File: src/rtl/core/i2c_sensor_command_master_assert.svh
// ----------------------------------------------------------------------------
// I2C sensor command master assertion macros
// Shared concurrent assertion forms, clocked on clk_i, off while rst_ni is low.
// ----------------------------------------------------------------------------
`ifndef I2C_SENSOR_COMMAND_MASTER_ASSERT_SVH
`define I2C_SENSOR_COMMAND_MASTER_ASSERT_SVH

// same-cycle implication
`define I2CSCM_ASSERT_IMP(lbl, ante, cons, msg) \
  lbl: assert property (@(posedge clk_i) disable iff (!rst_ni) (ante) |-> (cons)) \
    else $error(msg);

// next-cycle implication
`define I2CSCM_ASSERT_NXT(lbl, ante, cons, msg) \
  lbl: assert property (@(posedge clk_i) disable iff (!rst_ni) (ante) |=> (cons)) \
    else $error(msg);

`endif

File: src/rtl/core/i2cscm_pkg.sv
// ----------------------------------------------------------------------------
// i2cscm_pkg
// Types and constants shared by the I2C sensor command master.
// ----------------------------------------------------------------------------
`default_nettype none

package i2cscm_pkg;

  localparam logic [1:0] REQ_TICK  = 2'd0;
  localparam logic [1:0] REQ_WRITE = 2'd1;
  localparam logic [1:0] REQ_READ  = 2'd2;

  localparam logic [1:0] ERR_NONE   = 2'd0;
  localparam logic [1:0] ERR_SCL    = 2'd1;
  localparam logic [1:0] ERR_NOACK  = 2'd2;
  localparam logic [1:0] ERR_BUSY   = 2'd3;

  localparam logic [1:0] CFG_SLAVE_ADDR   = 2'd0;
  localparam logic [1:0] CFG_EXTRA_CMD    = 2'd1;
  localparam logic [1:0] CFG_EXTRA_VALUE  = 2'd2;
  localparam logic [1:0] CFG_TWO_BYTE_CMD = 2'd3;

  localparam logic [6:0] SLAVE_ADDR_RST   = 7'd72;
  localparam logic [7:0] EXTRA_CMD_RST    = 8'hAC;
  localparam logic [7:0] EXTRA_VALUE_RST  = 8'h03;
  localparam logic [7:0] TWO_BYTE_CMD_RST = 8'hAA;

  typedef struct packed {
    logic [1:0] req_type;
    logic [7:0] command_code;
    logic       sda_in;
    logic       scl_in;
  } req_word_t;

  typedef struct packed {
    logic       sda_release;
    logic       scl_release;
    logic       busy_res;
    logic       done_res;
    logic [1:0] error_code;
    logic [7:0] read_data;
  } res_word_t;

  typedef struct packed {
    logic [6:0] slave_address;
    logic [7:0] extra_byte_command;
    logic [7:0] extra_byte_value;
    logic [7:0] two_byte_read_command;
  } cfg_t;

endpackage

`default_nettype wire

File: src/rtl/core/i2cscm_cfg.sv
// ----------------------------------------------------------------------------
// i2cscm_cfg
// Configuration registers, written through a plain write port.
// ----------------------------------------------------------------------------
`default_nettype none

module i2cscm_cfg
  import i2cscm_pkg::*;
(
  input  wire logic       clk_i,
  input  wire logic       rst_ni,
  input  wire logic       cfg_we_i,
  input  wire logic [1:0] cfg_addr_i,
  input  wire logic [7:0] cfg_wdata_i,
  output cfg_t            cfg_o
);

  cfg_t cfg_q;

  always_ff @(posedge clk_i or negedge rst_ni) begin
    if (!rst_ni) begin
      cfg_q.slave_address         <= SLAVE_ADDR_RST;
      cfg_q.extra_byte_command    <= EXTRA_CMD_RST;
      cfg_q.extra_byte_value      <= EXTRA_VALUE_RST;
      cfg_q.two_byte_read_command <= TWO_BYTE_CMD_RST;
    end else if (cfg_we_i) begin
      unique case (cfg_addr_i)
        CFG_SLAVE_ADDR:   cfg_q.slave_address         <= cfg_wdata_i[6:0];
        CFG_EXTRA_CMD:    cfg_q.extra_byte_command    <= cfg_wdata_i;
        CFG_EXTRA_VALUE:  cfg_q.extra_byte_value      <= cfg_wdata_i;
        CFG_TWO_BYTE_CMD: cfg_q.two_byte_read_command <= cfg_wdata_i;
        default:          cfg_q <= cfg_q;
      endcase
    end
  end

  assign cfg_o = cfg_q;

endmodule

`default_nettype wire

File: src/rtl/core/i2cscm_step.sv
// ----------------------------------------------------------------------------
// i2cscm_step
// Bus sequencer: one bus step per accepted tick word, state held in registers.
// ----------------------------------------------------------------------------
`default_nettype none

`include "i2c_sensor_command_master_assert.svh"

module i2cscm_step
  import i2cscm_pkg::*;
(
  input  wire logic  clk_i,
  input  wire logic  rst_ni,
  input  wire logic  accept_i,
  input  req_word_t  req_i,
  input  cfg_t       cfg_i,
  output res_word_t  res_o
);

  typedef enum logic [4:0] {
    PH_IDLE, PH_S_SDAUP, PH_S_SCLUP, PH_S_SDADN, PH_S_SCLDN, PH_S_CHECK,
    PH_B_DATA, PH_B_SCLUP, PH_B_SCLDN, PH_A_SDAUP, PH_A_SCLUP, PH_A_SCLDN,
    PH_RS_SDAUP, PH_RS_SCLUP, PH_RS_SDADN, PH_RS_SCLDN,
    PH_R_SDAUP, PH_R_SCLUP, PH_R_SCLDN,
    PH_M_SDADN, PH_M_SCLUP, PH_M_SCLDN, PH_M_SDAUP,
    PH_D_SCLUP, PH_D_SCLDN,
    PH_N_SDAUP, PH_N_SCLUP, PH_N_SCLDN,
    PH_P_SDADN, PH_P_SCLUP, PH_P_SDAUP
  } phase_e;

  phase_e     phase_q, phase_d;
  logic [3:0] bit_count_q, bit_count_d;
  logic [7:0] tx_shift_q, tx_shift_d;
  logic [7:0] rx_shift_q, rx_shift_d;
  logic [7:0] latched_cmd_q, latched_cmd_d;
  logic       is_read_q, is_read_d;
  logic       sda_level_q, sda_level_d;
  logic       scl_level_q, scl_level_d;
  logic [1:0] byte_stage_q, byte_stage_d;
  logic [7:0] last_read_q, last_read_d;
  logic [1:0] err;
  logic       done;
  logic [3:0] bit_count_inc;

  assign bit_count_inc = bit_count_q + 4'd1;

  always_comb begin
    phase_d       = phase_q;
    bit_count_d   = bit_count_q;
    tx_shift_d    = tx_shift_q;
    rx_shift_d    = rx_shift_q;
    latched_cmd_d = latched_cmd_q;
    is_read_d     = is_read_q;
    sda_level_d   = sda_level_q;
    scl_level_d   = scl_level_q;
    byte_stage_d  = byte_stage_q;
    last_read_d   = last_read_q;
    err           = ERR_NONE;
    done          = 1'b0;

    if (accept_i) begin
      priority if (req_i.req_type == REQ_WRITE || req_i.req_type == REQ_READ) begin
        if (phase_q != PH_IDLE) begin
          err = ERR_BUSY;
        end else begin
          latched_cmd_d = req_i.command_code;
          is_read_d     = (req_i.req_type == REQ_READ);
          bit_count_d   = 4'd0;
          phase_d       = PH_S_SDAUP;
        end
      end else if (req_i.req_type == REQ_TICK && phase_q != PH_IDLE) begin
        unique case (phase_q)
          PH_S_SDAUP: begin sda_level_d = 1'b1; phase_d = PH_S_SCLUP; end
          PH_S_SCLUP: begin scl_level_d = 1'b1; phase_d = PH_S_SDADN; end
          PH_S_SDADN: begin sda_level_d = 1'b0; phase_d = PH_S_SCLDN; end
          PH_S_SCLDN: begin
            scl_level_d  = 1'b0;
            tx_shift_d   = {cfg_i.slave_address, 1'b0};
            byte_stage_d = 2'd0;
            bit_count_d  = 4'd0;
            phase_d      = PH_S_CHECK;
          end
          PH_S_CHECK: begin
            if (req_i.scl_in) begin
              err     = ERR_SCL;
              done    = 1'b1;
              phase_d = PH_IDLE;
            end else begin
              sda_level_d = tx_shift_q[7];
              phase_d     = PH_B_SCLUP;
            end
          end
          PH_B_DATA: begin
            sda_level_d = tx_shift_q[7];
            phase_d     = PH_B_SCLUP;
          end
          PH_B_SCLUP: begin scl_level_d = 1'b1; phase_d = PH_B_SCLDN; end
          PH_B_SCLDN: begin
            scl_level_d = 1'b0;
            tx_shift_d  = {tx_shift_q[6:0], 1'b0};
            if (bit_count_inc[3]) begin
              bit_count_d = 4'd0;
              phase_d     = PH_A_SDAUP;
            end else begin
              bit_count_d = bit_count_inc;
              phase_d     = PH_B_DATA;
            end
          end
          PH_A_SDAUP: begin sda_level_d = 1'b1; phase_d = PH_A_SCLUP; end
          PH_A_SCLUP: begin scl_level_d = 1'b1; phase_d = PH_A_SCLDN; end
          PH_A_SCLDN: begin
            scl_level_d = 1'b0;
            if (req_i.sda_in) begin
              err     = ERR_NOACK;
              done    = 1'b1;
              phase_d = PH_IDLE;
            end else begin
              unique case (byte_stage_q)
                2'd0: begin
                  tx_shift_d   = latched_cmd_q;
                  byte_stage_d = 2'd1;
                  bit_count_d  = 4'd0;
                  phase_d      = PH_B_DATA;
                end
                2'd1: begin
                  priority if (is_read_q) begin
                    phase_d = PH_RS_SDAUP;
                  end else if (latched_cmd_q == cfg_i.extra_byte_command) begin
                    tx_shift_d   = cfg_i.extra_byte_value;
                    byte_stage_d = 2'd2;
                    bit_count_d  = 4'd0;
                    phase_d      = PH_B_DATA;
                  end else begin
                    phase_d = PH_P_SDADN;
                  end
                end
                2'd2: phase_d = PH_P_SDADN;
                default: phase_d = PH_R_SDAUP;
              endcase
            end
          end
          PH_RS_SDAUP: begin sda_level_d = 1'b1; phase_d = PH_RS_SCLUP; end
          PH_RS_SCLUP: begin scl_level_d = 1'b1; phase_d = PH_RS_SDADN; end
          PH_RS_SDADN: begin sda_level_d = 1'b0; phase_d = PH_RS_SCLDN; end
          PH_RS_SCLDN: begin
            scl_level_d  = 1'b0;
            tx_shift_d   = {cfg_i.slave_address, 1'b1};
            byte_stage_d = 2'd3;
            bit_count_d  = 4'd0;
            phase_d      = PH_B_DATA;
          end
          PH_R_SDAUP: begin
            sda_level_d = 1'b1;
            rx_shift_d  = 8'd0;
            bit_count_d = 4'd0;
            phase_d     = PH_R_SCLUP;
          end
          PH_R_SCLUP: begin scl_level_d = 1'b1; phase_d = PH_R_SCLDN; end
          PH_R_SCLDN: begin
            rx_shift_d  = {rx_shift_q[6:0], req_i.sda_in};
            scl_level_d = 1'b0;
            if (bit_count_inc[3]) begin
              bit_count_d = 4'd0;
              phase_d     = (latched_cmd_q == cfg_i.two_byte_read_command) ?
                            PH_M_SDADN : PH_N_SDAUP;
            end else begin
              bit_count_d = bit_count_inc;
              phase_d     = PH_R_SCLUP;
            end
          end
          PH_M_SDADN: begin sda_level_d = 1'b0; phase_d = PH_M_SCLUP; end
          PH_M_SCLUP: begin scl_level_d = 1'b1; phase_d = PH_M_SCLDN; end
          PH_M_SCLDN: begin scl_level_d = 1'b0; phase_d = PH_M_SDAUP; end
          PH_M_SDAUP: begin
            sda_level_d = 1'b1;
            bit_count_d = 4'd0;
            phase_d     = PH_D_SCLUP;
          end
          PH_D_SCLUP: begin scl_level_d = 1'b1; phase_d = PH_D_SCLDN; end
          PH_D_SCLDN: begin
            scl_level_d = 1'b0;
            if (bit_count_inc[3]) begin
              bit_count_d = 4'd0;
              phase_d     = PH_N_SDAUP;
            end else begin
              bit_count_d = bit_count_inc;
              phase_d     = PH_D_SCLUP;
            end
          end
          PH_N_SDAUP: begin sda_level_d = 1'b1; phase_d = PH_N_SCLUP; end
          PH_N_SCLUP: begin scl_level_d = 1'b1; phase_d = PH_N_SCLDN; end
          PH_N_SCLDN: begin scl_level_d = 1'b0; phase_d = PH_P_SDADN; end
          PH_P_SDADN: begin sda_level_d = 1'b0; phase_d = PH_P_SCLUP; end
          PH_P_SCLUP: begin scl_level_d = 1'b1; phase_d = PH_P_SDAUP; end
          PH_P_SDAUP: begin
            sda_level_d = 1'b1;
            if (is_read_q) begin
              last_read_d = rx_shift_q;
            end
            done    = 1'b1;
            phase_d = PH_IDLE;
          end
          default: phase_d = PH_IDLE;
        endcase
      end
    end
  end

  always_ff @(posedge clk_i or negedge rst_ni) begin
    if (!rst_ni) begin
      phase_q       <= PH_IDLE;
      bit_count_q   <= 4'd0;
      tx_shift_q    <= 8'd0;
      rx_shift_q    <= 8'd0;
      latched_cmd_q <= 8'd0;
      is_read_q     <= 1'b0;
      sda_level_q   <= 1'b1;
      scl_level_q   <= 1'b1;
      byte_stage_q  <= 2'd0;
      last_read_q   <= 8'd0;
    end else begin
      phase_q       <= phase_d;
      bit_count_q   <= bit_count_d;
      tx_shift_q    <= tx_shift_d;
      rx_shift_q    <= rx_shift_d;
      latched_cmd_q <= latched_cmd_d;
      is_read_q     <= is_read_d;
      sda_level_q   <= sda_level_d;
      scl_level_q   <= scl_level_d;
      byte_stage_q  <= byte_stage_d;
      last_read_q   <= last_read_d;
    end
  end

  always_comb begin
    res_o.sda_release = sda_level_d;
    res_o.scl_release = scl_level_d;
    res_o.busy_res    = (phase_d != PH_IDLE);
    res_o.done_res    = done;
    res_o.error_code  = err;
    res_o.read_data   = last_read_d;
  end

  `I2CSCM_ASSERT_IMP(a_done_ends_job, accept_i && done, phase_d == PH_IDLE, "done without idle")
  `I2CSCM_ASSERT_IMP(a_bus_err_with_done, accept_i && (err == ERR_SCL || err == ERR_NOACK), done, "bus error without done")
  `I2CSCM_ASSERT_IMP(a_bit_count_range, 1'b1, bit_count_q <= 4'd8, "bit count out of range")
  `I2CSCM_ASSERT_NXT(a_hold_when_idle, !accept_i, $stable(phase_q) && $stable(last_read_q), "state moved without word")

endmodule

`default_nettype wire

File: src/rtl/core/i2cscm_skid.sv
// ----------------------------------------------------------------------------
// i2cscm_skid
// Result register with a skid stage, so one more input word is taken while the output stalls.
// ----------------------------------------------------------------------------
`default_nettype none

`include "i2c_sensor_command_master_assert.svh"

module i2cscm_skid
  import i2cscm_pkg::*;
(
  input  wire logic  clk_i,
  input  wire logic  rst_ni,
  input  wire logic  in_valid_i,
  output logic       in_stall_o,
  output logic       accept_o,
  input  res_word_t  res_i,
  output logic       out_valid_o,
  input  wire logic  out_stall_i,
  output res_word_t  out_data_o
);

  logic      main_valid_q, main_valid_d;
  logic      skid_valid_q, skid_valid_d;
  res_word_t main_data_q, main_data_d;
  res_word_t skid_data_q, skid_data_d;
  logic      pop;

  assign in_stall_o = skid_valid_q;
  assign accept_o   = in_valid_i && !skid_valid_q;
  assign pop        = main_valid_q && !out_stall_i;

  always_comb begin
    main_valid_d = main_valid_q;
    skid_valid_d = skid_valid_q;
    main_data_d  = main_data_q;
    skid_data_d  = skid_data_q;
    priority if (pop) begin
      if (skid_valid_q) begin
        main_data_d  = skid_data_q;
        skid_valid_d = 1'b0;
      end else if (accept_o) begin
        main_data_d = res_i;
      end else begin
        main_valid_d = 1'b0;
      end
    end else if (!main_valid_q) begin
      if (accept_o) begin
        main_data_d  = res_i;
        main_valid_d = 1'b1;
      end
    end else if (accept_o) begin
      skid_data_d  = res_i;
      skid_valid_d = 1'b1;
    end
  end

  always_ff @(posedge clk_i or negedge rst_ni) begin
    if (!rst_ni) begin
      main_valid_q <= 1'b0;
      skid_valid_q <= 1'b0;
    end else begin
      main_valid_q <= main_valid_d;
      skid_valid_q <= skid_valid_d;
    end
  end

  always_ff @(posedge clk_i) begin
    main_data_q <= main_data_d;
    skid_data_q <= skid_data_d;
  end

  assign out_valid_o = main_valid_q;
  assign out_data_o  = main_data_q;

  `I2CSCM_ASSERT_IMP(a_skid_needs_main, skid_valid_q, main_valid_q, "skid full with empty output")
  `I2CSCM_ASSERT_NXT(a_skid_refills_main, skid_valid_q && !out_stall_i, main_valid_q, "skid word lost")
  `I2CSCM_ASSERT_NXT(a_stalled_word_to_skid, accept_o && main_valid_q && out_stall_i, skid_valid_q, "accepted word dropped")

endmodule

`default_nettype wire

File: src/rtl/core/i2c_sensor_command_master.sv
// ----------------------------------------------------------------------------
// i2c_sensor_command_master
// Open-drain I2C master running one sensor command transaction per request.
// ----------------------------------------------------------------------------
// Usage:
//   Input channel (in_valid_i / in_stall_o / in_data_i) carries one request
//   word: a bus step tick, or a write or read start with its command code,
//   plus the sampled SDA and SCL levels. Each accepted word yields exactly one
//   result word on the output channel (out_valid_o / out_stall_i /
//   out_data_o) with the line releases, busy, done, error code and read byte.
//   An accepted word's result is registered in the result register, or in the
//   skid stage while the output stalls. Throughput is one word per cycle
//   while in_stall_o is low; the sequencer steps at most once per accepted
//   word and the result register with its skid stage takes the next word
//   while a result waits. When the receiver stalls, one more word is taken
//   into the skid stage and then in_stall_o rises until the output drains.
//   Reset puts the bus idle with both lines released, clears the read byte
//   and loads the configuration defaults (address 0x48, extra command 0xAC,
//   extra value 0x03, two-byte read command 0xAA).
//   Configuration is written through cfg_we_i / cfg_addr_i / cfg_wdata_i.
// ----------------------------------------------------------------------------
`default_nettype none

module i2c_sensor_command_master
  import i2cscm_pkg::*;
(
  input  wire logic       clk_i,
  input  wire logic       rst_ni,
  input  wire logic       cfg_we_i,
  input  wire logic [1:0] cfg_addr_i,
  input  wire logic [7:0] cfg_wdata_i,
  input  wire logic       in_valid_i,
  output logic            in_stall_o,
  input  req_word_t       in_data_i,
  output logic            out_valid_o,
  input  wire logic       out_stall_i,
  output res_word_t       out_data_o
);

  cfg_t      cfg;
  res_word_t res;
  logic      accept;

  i2cscm_cfg u_cfg (
    .clk_i      (clk_i),
    .rst_ni     (rst_ni),
    .cfg_we_i   (cfg_we_i),
    .cfg_addr_i (cfg_addr_i),
    .cfg_wdata_i(cfg_wdata_i),
    .cfg_o      (cfg)
  );

  i2cscm_step u_step (
    .clk_i   (clk_i),
    .rst_ni  (rst_ni),
    .accept_i(accept),
    .req_i   (in_data_i),
    .cfg_i   (cfg),
    .res_o   (res)
  );

  i2cscm_skid u_skid (
    .clk_i      (clk_i),
    .rst_ni     (rst_ni),
    .in_valid_i (in_valid_i),
    .in_stall_o (in_stall_o),
    .accept_o   (accept),
    .res_i      (res),
    .out_valid_o(out_valid_o),
    .out_stall_i(out_stall_i),
    .out_data_o (out_data_o)
  );

endmodule

`default_nettype wire
File: config.mk
export PLATFORM = sky130hd
export DESIGN_NAME = i2c_sensor_command_master
export DESIGN_NICKNAME = d
export VERILOG_FILES = /design/src/rtl/core/i2cscm_pkg.sv /design/src/rtl/core/i2cscm_cfg.sv /design/src/rtl/core/i2cscm_step.sv /design/src/rtl/core/i2cscm_skid.sv /design/src/rtl/core/i2c_sensor_command_master.sv
export VERILOG_INCLUDE_DIRS = /design/src /design/src/rtl/core
export SDC_FILE = /design/constraint.sdc
export NUM_CORES = 1
export LEC_CHECK = 0
export BUFFER_PORTS_ARGS = -buffer_cell sky130_fd_sc_hd__buf_2
export CORE_UTILIZATION = 50
export DETAILED_ROUTE_END_ITERATION = 8
export PLACE_DENSITY = 0.68
export SYNTH_ARGS = -nofsm -noshare
export SYNTH_HDL_FRONTEND = slang
export SYNTH_SLANG_ARGS = --single-unit
File: constraint.sdc
create_clock -name clk_i -period 3.5 [get_ports clk_i]
set_input_delay 0.7 -clock clk_i [delete_from_list [all_inputs] [get_ports clk_i]]
set_output_delay 0.7 -clock clk_i [all_outputs]
set_load 0.1 [all_outputs]
Word-level counts from Yosys, hierarchy flattened
Index checks and enable logic that the tools add are counted.
{ "totals": {"input_bits": 27, "elab_cells": 190, "register_bits": 107, "out_inout_bits": 16} }
{ "op_classes": {"n_bitwise": 3, "eq_ne": 51, "n_mux": 71, "addsub": 1, "reduce_logical": 36} }
{ "ops": {"columns": ["cell", "n"], "rows": [
  ["case mux 5 bit (29 select lines)", 1],
  ["== test 5 bit, second input constant", 15],
  ["two-way mux 8 bit", 8],
  ["two-way mux 14 bit", 4],
  ["== test 5 x 4 -> 1 bit, second input constant", 8],
  ["two-way mux 5 bit", 8],
  ["two-way mux 4 bit", 9],
  ["case mux 8 bit (2 select lines)", 2],
  ["case mux 8 bit (4 select lines)", 1],
  ["AND reduction 8 bit", 3],
  ["== test 5 x 3 -> 1 bit, second input constant", 4],
  ["two-way mux 1 bit", 20],
  ["== test 8 bit", 2],
  ["case mux 5 bit (3 select lines)", 1],
  ["two-way mux 2 bit", 7],
  ["case mux 4 bit (3 select lines)", 1],
  ["AND reduction 2 bit", 6],
  ["== test 5 x 2 -> 1 bit, second input constant", 2],
  ["!= test 2 bit, second input constant", 5],
  ["nonzero test 5 bit", 2],
  ["!= test 3 x 2 -> 1 bit, second input constant", 3],
  ["OR reduction 9 bit", 1],
  ["== test 2 bit, second input constant", 4],
  ["!= test 4 x 2 -> 1 bit, second input constant", 2],
  ["other kinds (26)", 43]
]} }

Logic depth before layout (Yosys ltp)
Gate-level depths: netlist of run 1.
{ "depth": {"depth_word": 13, "ltp_mapped": 11, "ltp_nobuf": 9} }

Modules after synthesis
From an unflattened synthesis of run 1, not the netlist that was laid out.
{ "unflattened": {"cells_unflattened": 473, "hier_area_um2": 5401.4} }
{ "by_module_without_submodules": {"columns": ["mod", "seq_area_each_um2", "n_inst", "cells_per_inst", "area_per_inst_um2"], "rows": [
  ["i2cscm_step", 1128.6, 1, 321, 2951.6],
  ["i2cscm_skid", 890.9, 1, 86, 1258.7],
  ["i2cscm_cfg", 790.8, 1, 66, 1191.1]
]} }

Worst setup path before layout of run 1
No wires, ideal clock.
{ "synth_timing": {"path_type": "input to register", "startpoint": "input in_data_i[10] in the netlist's numbering", "endpoint": "register u_skid.main_data_q, in the netlist u_skid.out_data_o[11], data pin", "setup_slack_ps": 439, "arrival_ps": 2803, "cell_stages": 11, "n_path_buf": 2, "cell_sequence": "inv_1 -> ha_1 -> clkbuf_1 -> nand4bb_1 -> clkbuf_1 -> a21oi_1 -> a31oi_1 -> a311o_1 -> nand4bb_1 -> or3_4 -> o221a_1"} }
{ "synth_lines": {"columns": ["item", "line_no", "rtl"], "rows": [
  ["start: declaration", "i2c_sensor_command_master.sv:34", "input req_word_t in_data_i,"],
  ["end signal: assignment", "i2cscm_skid.sv:69", "main_data_q <= main_data_d;"],
  ["end: declaration", "i2cscm_skid.sv:25", "res_word_t main_data_q, main_data_d;"]
]} }

==> impl_metrics.env, run 1 <==
export IMPL_status="completed"
export IMPL_synthCells=483
export IMPL_synth_edff_count=28
export IMPL_start_util=0.514
export IMPL_wl_met3_um=561
export IMPL_setup_violations=0
export IMPL_hold_viol=0
export IMPL_diodes=0
export IMPL_ys_types=66
export IMPL_cts_tree="done"
export IMPL_cp_slowest_cell="or4_4"
export IMPL_ant_nets=0
export IMPL_fillers=912
export IMPL_endpoint_kind="flip-flop"
export IMPL_crit_fanout=17
export IMPL_async_flop_share=0.736
export IMPL_critPathKind="flip-flop to flip-flop"
export IMPL_cts_buffers=9
export IMPL_crit_chain="or4_4 -> o211ai_2 -> a21oi_1 -> a311o_1 -> nand4bb_1 -> or3_4 -> o221a_1"
export IMPL_fin_tns_setup_ps=0
export IMPL_fp_coreArea_um2=10300
export IMPL_layout_min_cycle_time_ps=2870
export IMPL_finish_instance_area_um2=5860
export IMPL_cts_root_buf="clkbuf_8"
export IMPL_avgSynthCellArea_um2=10.9
export IMPL_dpl_hpwl_mm=8.75
export IMPL_vias_per_cell=5.99
export IMPL_grt_pass1_vias=3841
export IMPL_finalCritPeriodShare=0.820
export IMPL_wl_met1_mm=5.27
export IMPL_chipHeight_um=105
export IMPL_die_width_um=105
export IMPL_path_clk_slew_ps=110
export IMPL_maxUsedRoutingLayer="met4"
export IMPL_hold_path_class="input pin to async pin"
export IMPL_rsz0062_at_grt="false"
export IMPL_r2r_slack_ps=630
export IMPL_placed_area_um2=5680
export IMPL_htreeDepth=3
export IMPL_routabilityCongestion=0.963
export IMPL_track_usage=0.236
export IMPL_synth_flop_cell="dfrtp_1"
export IMPL_worstSkewPairLatency_ps=390
export IMPL_fp_row_count=37
export IMPL_synth_largest_area_cell="dfrtp_1"
export IMPL_ys_ff_latch=106
export IMPL_grt_pass1_wl_mm=19.8
export IMPL_worst_slack_ps=631
export IMPL_cts_buffer_depth=2
export IMPL_grt_max_degree=79
export IMPL_drive_above_1_share=0.276
export IMPL_startpoint_type="flip-flop"
export IMPL_dieArea_um2=11000
export IMPL_fin_skew_ps=10.7
export IMPL_wl_per_cell_um=18.2
export IMPL_slew_viol_final=0
export IMPL_r2r_end="u_skid.out_data_o[11]"
export IMPL_nets=558
export IMPL_powerDensity_nw_per_um2=811
export IMPL_fmax_ghz=0.349
export IMPL_cts_resized=0
export IMPL_holdBufCountCts=0
export IMPL_ys_seq_area_frac=0.532
export IMPL_synth_warnings=0
export IMPL_clkSinkCount=106
export IMPL_rr_startpoint="u_step.phase_q[2]"
export IMPL_syn2layout_area_growth_pct=11.0
export IMPL_grt_overflow=0
export IMPL_synth_area_leaders="dfrtp_1 (30%), edfxtp_1 (16%), mux2_2 (9.8%), dfstp_2 (7.0%), nor2_1 (4.1%)"
export IMPL_power_mw=4.75
export IMPL_cap_violations=0
export IMPL_wl_mm=12.2
export IMPL_drc=0
export IMPL_tightest_slew_ps=995
export IMPL_ir_drop_mv=0.597
export IMPL_power_leakage_nw=2.43
export IMPL_route_met2_wl_mm=5.94
export IMPL_postCtsSetupBuffers=0
export IMPL_numPortBuffers=42
export IMPL_drt_initial_drc_count=295
export IMPL_vias=4005
export IMPL_synth_nets=513
export IMPL_ios=43
export IMPL_r2r_cells=7
export IMPL_slowest_delay_ps=650
export IMPL_first_pass_iters=5
export IMPL_arrival_ps=3010
export IMPL_required_ps=3640
export IMPL_grt_antenna_before_repair=0
export IMPL_synth_top_cell_area_share=0.303
export IMPL_dp_slack_ps=347
export IMPL_synth_area_um2=5280
export IMPL_fin_util=0.570
export IMPL_slew_headroom=0.337
[cells in the final DEF, fill, tap and decap left out, types with 7 or more instances in the layout]
cell type,count
dfstp_2,14
a22o_1,9
o21ai_1,7
nor4_1,7
a31oi_1,7
nand2_1,35
buf_2,41
mux2_2,46
a221oi_1,9
nand3_1,7
clkbuf_8,9
dfrtp_1,64
o21ai_0,8
nand2b_1,13
buf_4,16
inv_1,12
xor2_1,16
o22ai_1,13
nor2_1,57
a21oi_1,35
edfxtp_1,28
[Yosys cell counts (all sizes together), types with 4 or more instances]
master	count
dfrtp	64
nor2	58
mux2	50
a21oi	35
nand2	35
edfxtp	28
xor2	16
clkbuf	15
o21ai	15
dfstp	14
inv	13
nand2b	13
o22ai	13
a221oi	9
a22o	9
nor4	9
buf	8
a31oi	7
nand3	7
nand3b	4
nor2b	4
[worst max-delay path by stage]
stage / start / end / slack, ps
after floorplan: in_data_i[10] / u_skid.out_data_o[11] / 440
after global placement: in_data_i[10] / u_skid.out_data_o[11] / 380
after detailed placement: in_data_i[10] / u_skid.out_data_o[11] / 350
after CTS: u_step.phase_q[2] / u_skid.out_data_o[11] / 720
after global routing: u_step.phase_q[2] / u_skid.out_data_o[11] / 550
final: u_step.phase_q[2] / u_skid.out_data_o[11] / 630
[metrics by stage]
step	hold WS, ps	std cells
global placement	487	653
detailed placement	493	653
floorplan	404	483
global route	513	669
finish	453	669
CTS	502	669
[logic make-up (layout without fill, tap and decap cells)]
group / after synthesis / count (layout) / synth area share
flip-flops: 106 / 106 / 0.532
multiplexers: 50 / 50 / 0.107
AO/OA/AOI/OAI: 115 / 115 / 0.147
XOR/XNOR: 17 / 17 / 0.0282
buffers and inverters: 36 / 86 / 0.0284
AND/OR/NAND/NOR: 156 / 156 / 0.150
adder cells (fa/ha/maj): 3 / 3 / 0.00711
[power breakdown]
group / total, mW / leakage (nW) / switching, mW / internal, mW
clock: 0.718 / 0.0859 / 0.446 / 0.272
sequential: 1.95 / 1.23 / 0.301 / 1.65
combinational: 2.08 / 1.11 / 1.47 / 0.613
[registers in the layout, indices dropped and copies added, names as in the netlist, 2 cells and up]
name,cells
u_step.byte_stage_q,2
u_step.latched_cmd_q,8
u_skid.out_data_o,14
u_step.rx_shift_q,8
u_cfg.cfg_o,31
u_step.phase_q,5
u_step.last_read_q,8
u_step.bit_count_q,3
u_skid.skid_data_q,14
u_step.tx_shift_q,8
[worst max-delay path, delay by kind of cell, from the launching register on]
| family | cells | cell delay (ps) |
|---|---|---|
| AOI/OAI and AO/OA | 4 | 820 |
| DFF | 1 | 600 |
| and+or+nand+nor | 3 | 1200 |
[area by class of cell]
cell class	instances	area [um^2]	area share
clock inverters	7	62.6	0.0107
repair buffers	57	325	0.0555
inverters	13	48.8	0.00832
multi-input cells	341	2320	0.396
clock buffers	9	124	0.0211
well taps	136	170	0.0290
flip-flops and latches	106	2810	0.479
[metal layers]
| metal | vias up | track usage |
|---|---|---|
| met5 | - | 0 |
| met4 | 0 | 0.110 |
| met3 | 28 | 0.0405 |
| met2 | 146 | 0.383 |
| met1 | 1967 | 0.309 |
| li1 | 1864 | - |
Power figures use the tool's default switching activity.
==> inputs of run 2 (changes only) <==
==> constraint.sdc (replaced) <==
create_clock -name clk_i -period 2.7 [get_ports clk_i]
set_input_delay 0.54 -clock clk_i [delete_from_list [all_inputs] [get_ports clk_i]]
set_output_delay 0.54 -clock clk_i [all_outputs]
set_load 0.1 [all_outputs]
==> run 2 against run 1 <==
Combinational power up 42%. Critical path depth up 4. Sequential cell count did not move. Critical path type is now input pin to flip-flop. Register-to-register slack worse by 520 ps. Setup slack lost 520 ps. Sequential share of layout area fell by 2.2 points. Sequential power is 26% higher. Critical endpoint unchanged. Highest routed layer unchanged. Wire length increased by 2.4%. First-iteration DRC count increased by 11%. Count of clock-buffer cells in the layout unchanged. Die area is the same.
==> impl_metrics.env, run 2 (same netlist as run 1, synthesis figures left out) <==
export IMPL_path_clk_slew_ps=110
export IMPL_holdBufCountCts=0
export IMPL_ir_drop_mv=0.962
export IMPL_endpoint_kind="flip-flop"
export IMPL_finish_instance_area_um2=6140
export IMPL_instances_no_fill=693
export IMPL_placed_area_um2=5890
export IMPL_postCtsSetupBuffers=0
export IMPL_drt_initial_drc_count=328
export IMPL_start_util=0.514
export IMPL_required_ps=2830
export IMPL_cp_endpoint="u_skid.out_data_o[11]"
export IMPL_rsz0062_at_grt="false"
export IMPL_powerDensity_nw_per_um2=1050
export IMPL_crit_fanout=6
export IMPL_clkSinkCount=106
export IMPL_arrival_ps=2710
export IMPL_fin_hold_ws_ps=130
export IMPL_setup_violations=0
export IMPL_hold_path_class="input pin to async pin"
export IMPL_hold_viol=0
export IMPL_vias=4111
export IMPL_track_usage=0.242
export IMPL_r2r_cells=7
export IMPL_nets=582
export IMPL_place_inst=677
export IMPL_grt_antenna_before_repair=0
export IMPL_fin_util=0.598
export IMPL_final_cell_mix="dfrtp_1 (62), nor2_1 (57), mux2_2 (46)"
export IMPL_worstSkewPairLatency_ps=370
export IMPL_syn2layout_area_growth_pct=16.3
export IMPL_status="completed"
export IMPL_power_leakage_nw=2.58
export IMPL_ant_nets=0
export IMPL_fp_coreArea_um2=10300
export IMPL_layout_min_cycle_time_ps=2590
export IMPL_first_pass_iters=5
export IMPL_slew_viol_final=0
export IMPL_grt_pass1_vias=4147
export IMPL_cts_buffer_depth=2
export IMPL_grt_overflow=0
export IMPL_cts_root_buf="clkbuf_8"
export IMPL_maxUsedRoutingLayer="met4"
export IMPL_dieArea_um2=11000
export IMPL_crit_chain="buf_2 -> inv_1 -> ha_1 -> buf_4 -> and4bb_2 -> nor2_1 -> a41o_1 -> a41oi_1 -> nand4bb_1 -> or3_4 -> o221a_1"
export IMPL_fp_row_count=37
export IMPL_critPathKind="input pin to flip-flop"
export IMPL_vias_per_cell=5.93
export IMPL_cap_violations=0
export IMPL_fin_tns_setup_ps=0
export IMPL_grt_pass1_wl_mm=20.8
export IMPL_numPortBuffers=42
export IMPL_fillers=888
export IMPL_cp_startpoint="in_data_i[11]"
export IMPL_routabilityCongestion=0.900
export IMPL_fin_skew_ps=17.0
export IMPL_slowest_delay_ps=370
export IMPL_ios=43
export IMPL_grt_max_degree=45
export IMPL_die_width_um=105
export IMPL_cts_tree="done"
export IMPL_r2r_slack_ps=110
export IMPL_largest_register_ffs=31
export IMPL_wl_mm=12.4
export IMPL_wl_met3_um=523
export IMPL_wl_met1_mm=5.49
export IMPL_drive_above_1_share=0.314
export IMPL_rr_startpoint="u_step.phase_q[2]"
export IMPL_tightest_slew_ps=668
export IMPL_slew_headroom=0.553
export IMPL_htreeDepth=3
export IMPL_chipHeight_um=105
export IMPL_startpoint_type="input pin"
export IMPL_dpl_hpwl_mm=9.00
export IMPL_r2r_end="u_skid.out_data_o[11]"
export IMPL_drc=0
export IMPL_wl_per_cell_um=17.9
export IMPL_finalCritPeriodShare=0.958
export IMPL_diodes=0
export IMPL_cts_buffers=9
export IMPL_final_common_cell="dfrtp_1"
export IMPL_route_met2_wl_mm=6.10
export IMPL_cp_slowest_cell="and4bb_2"
export IMPL_fmax_ghz=0.387
run 2: changes by cell type in the layout (fill, tap and decap cells not counted), moves of 2 or more:
cell        before  now
buf_12           0    3
buf_4           16   36
clkinv_8         0    2
clkinvlp_4       3    1
dfrtp_1         64   62
dfrtp_2          0    2
run 2: cell type report:
| type | count | area [um^2] | area share |
|---|---|---|---|
| inverter | 13 | 48.8 | 0.00794 |
| multi-input combinational | 341 | 2340 | 0.381 |
| sequential | 106 | 2810 | 0.458 |
| timing repair buffer | 81 | 547 | 0.0890 |
| tap | 136 | 170 | 0.0277 |
| clock buffer | 9 | 124 | 0.0202 |
| clock inverter | 7 | 98.8 | 0.0161 |
run 2: worst min-delay path by stage:
stage,start,end,slack (ps),cells after the start
finish,rst_ni,u_step.last_read_q[4],130,1
global route,rst_ni,u_step.last_read_q[6],130,1
CTS,rst_ni,u_skid.in_stall_o,130,1
detailed placement,u_cfg.cfg_o[12],u_cfg.cfg_o[12],490,1
global placement,u_cfg.cfg_o[10],u_cfg.cfg_o[10],490,1
floorplan,rst_ni,u_cfg.cfg_o[0],240,0
run 2: metal layers:
metal	GRT usage	vias up
met1	0.309	2019
met4	0.0996	0
met2	0.406	143
met5	0	-
met3	0.0455	26
li1	-	1923
run 2: where the power goes:
part / total, mW / switching (mW) / internal, mW / leakage [nW]
logic: 2.95 / 2.01 / 0.936 / 1.25
registers: 2.46 / 0.314 / 2.15 / 1.23
clock network: 1.05 / 0.596 / 0.456 / 0.107
total: 6.46 / 2.92 / 3.54 / 2.58
run 2: metrics by stage:
| step | power, mW | setup WS (ps) |
|---|---|---|
| 3_5_place_dp | 5.41 | -272 |
| 3_3_place_gp | 5.37 | -206 |
| 2_1_floorplan | 4.63 | -153 |
| 6_report | 6.46 | 113 |
| 5_1_grt | 6.82 | 2.12 |
| 4_1_cts | 6.47 | 77.2 |
run 2: worst max-delay path, delay by kind of cell:
family | cells | cell delay [ps]
AND/OR/NAND/NOR | 4 | 910
adder cells (fa/ha/maj) | 1 | 300
buffers and inverters | 3 | 270
AO/OA/AOI/OAI | 3 | 690
run 2: timing repair:
item	4_1_cts	5_1_grt
resized for setup	0	5
endpoints found under the setup margin	0	1
endpoints found under the hold margin	0	0
==> inputs of run 3 (changes only) <==
--- a/config.mk
+++ b/config.mk
@@ -7,6 +7,7 @@
 export NUM_CORES = 1
 export LEC_CHECK = 0
 export BUFFER_PORTS_ARGS = -buffer_cell sky130_fd_sc_hd__buf_2
+export CORE_MARGIN = 3
 export CORE_UTILIZATION = 50
 export DETAILED_ROUTE_END_ITERATION = 8
 export PLACE_DENSITY = 0.68
==> run 3 against run 2 <==
Worst hold slack got worse by 24 ps. Final area shrank 0.65%. Fmax decreased by 1.5%. First-iteration DRC count down 10%. Critical path depth is 1 lower. Register-to-register slack improved by 20 ps. Clock power fell by 14%.
==> impl_metrics.env, run 3 (same netlist as run 1, synthesis figures left out) <==
export IMPL_ios=43
export IMPL_r2r_slack_ps=130
export IMPL_grtUsageMet3=0.0414
export IMPL_arrival_ps=2750
export IMPL_cts_tree="done"
export IMPL_crit_chain="buf_2 -> inv_1 -> ha_1 -> nand4bb_4 -> or3_1 -> a32o_1 -> a31o_2 -> nand4bb_1 -> or3_4 -> o221a_1"
export IMPL_grt_pass1_wl_mm=21.5
export IMPL_fmax_ghz=0.381
export IMPL_powerDensity_nw_per_um2=1040
export IMPL_hold_path_class="input pin to async pin"
export IMPL_first_pass_iters=5
export IMPL_fp_coreArea_um2=10000
export IMPL_dpl_hpwl_mm=9.57
export IMPL_final_common_cell="dfrtp_1"
export IMPL_nets=586
export IMPL_wl_per_cell_um=18.8
export IMPL_routabilityCongestion=0.891
export IMPL_cts_root_buf="clkbuf_8"
export IMPL_grt_busiest_layer="met2"
export IMPL_startpoint_type="input pin"
export IMPL_htreeDepth=3
export IMPL_final_cell_mix="dfrtp_1 (64), nor2_1 (57), mux2_2 (46)"
export IMPL_track_usage=0.235
export IMPL_fin_util=0.610
export IMPL_path_clk_slew_ps=110
export IMPL_diodes=0
export IMPL_grt_use_met2=0.405
export IMPL_path_buf_inv=2
export IMPL_critPathKind="input pin to flip-flop"
export IMPL_path_delay_family="simple AND/OR/NAND/NOR gates"
export IMPL_clkSinkCount=106
export IMPL_rsz0062_at_grt="false"
export IMPL_grtUsageMet1=0.305
export IMPL_wl_mm=13.0
export IMPL_grt_overflow=0
export IMPL_slew_viol_final=0
export IMPL_grt_pass1_vias=4213
export IMPL_holdBufCountCts=0
export IMPL_grt_antenna_before_repair=0
export IMPL_numPortBuffers=42
export IMPL_chipHeight_um=109
export IMPL_cts_buffer_depth=2
export IMPL_power_mw=6.34
export IMPL_drt_initial_drc_count=294
export IMPL_die_width_um=109
export IMPL_crit_fanout=2
export IMPL_largest_register_ffs=31
export IMPL_finalCritPeriodShare=0.973
export IMPL_cts_buffers=9
export IMPL_cap_violations=0
export IMPL_endpoint_kind="flip-flop"
export IMPL_slew_headroom=0.556
export IMPL_worstSkewPairLatency_ps=370
export IMPL_setup_violations=0
export IMPL_syn2layout_area_growth_pct=15.6
export IMPL_power_leakage_nw=2.58
export IMPL_ir_drop_mv=0.868
export IMPL_ant_nets=0
export IMPL_r2r_cells=7
export IMPL_required_ps=2820
export IMPL_layout_min_cycle_time_ps=2630
export IMPL_vias_per_cell=5.90
export IMPL_hold_viol=0
export IMPL_drc=0
export IMPL_status="completed"
export IMPL_drive_above_1_share=0.312
export IMPL_fin_skew_ps=12.4
export IMPL_fp_row_count=36
export IMPL_grt_max_degree=51
export IMPL_cp_depth=10
export IMPL_r2r_end="u_skid.out_data_o[11]"
export IMPL_slowest_delay_ps=350
export IMPL_cp_slowest_cell="or3_4"
export IMPL_rr_startpoint="u_step.phase_q[0]"
export IMPL_vias=4093
export IMPL_tightest_slew_ps=664
export IMPL_start_util=0.528
export IMPL_dieArea_um2=11800
## run 3: changes by cell type in the layout (fill, tap and decap cells not counted), sizes merged
cell | previous run | this run
buf | 81 | 85
bufinv | 1 | 0
clkinvlp | 1 | 2
## run 3: worst register-to-register path: cells and delay by family, from the launching register on
kind / cells / cell delay [ps]
AO/OA/AOI/OAI: 4 / 790
AND/OR/NAND/NOR: 3 / 1080
flip-flops: 1 / 460
## run 3: worst max-delay path by stage
| stage | from | to | slack [ps] |
|---|---|---|---|
| floorplan | in_data_i[11] | u_skid.out_data_o[11] | -150 |
| global placement | in_data_i[11] | u_skid.out_data_o[11] | -210 |
| detailed placement | in_data_i[11] | u_skid.out_data_o[11] | -290 |
| CTS | in_data_i[11] | u_skid.out_data_o[11] | 100 |
| global route | in_data_i[11] | u_skid.out_data_o[11] | 9 |
| finish | in_data_i[11] | u_skid.out_data_o[11] | 70 |
## run 3: metal layers
| metal | part of all wire | vias to the layer above | routed length [um] |
|---|---|---|---|
| li1 | - | 1932 | - |
| met4 | 0.018 | 0 | 233 |
| met2 | 0.50 | 123 | 6530 |
| met1 | 0.43 | 2016 | 5650 |
| met3 | 0.047 | 22 | 606 |
| met5 | 0 | - | 0 |
## run 3: metrics by stage
step	worst slack [ps]	hold slack, ps	setup TNS [ps]	instance area (um^2)	instances
after floorplan	-153	244	-303	5290	483
after global placement	-213	487	-213	5910	678
after detailed placement	-285	494	-401	5910	678
after CTS	99.4	110	0	6080	694
after global routing	9.36	115	0	6100	694
final	73.0	106	0	6100	694
## run 3: power breakdown
group / internal (mW) / switching, mW
Sequential: 2.15 / 0.312
Combinational: 0.945 / 2.03
Clock: 0.343 / 0.560
## run 3: repair_timing
| item | in CTS | in global routing |
|---|---|---|
| setup buffers | 0 | 0 |
| resized for setup | 0 | 2 |
| endpoints found under the setup margin | 0 | 1 |
## run 3: layout make-up
class,count,area (um^2)
flip-flops and latches,106,2810
multi-input cells,341,2340
clock inverters,7,53.8
well taps,133,166
repair buffers,85,564
inverters,13,48.8
fillers,872,3890
clock buffers,9,124
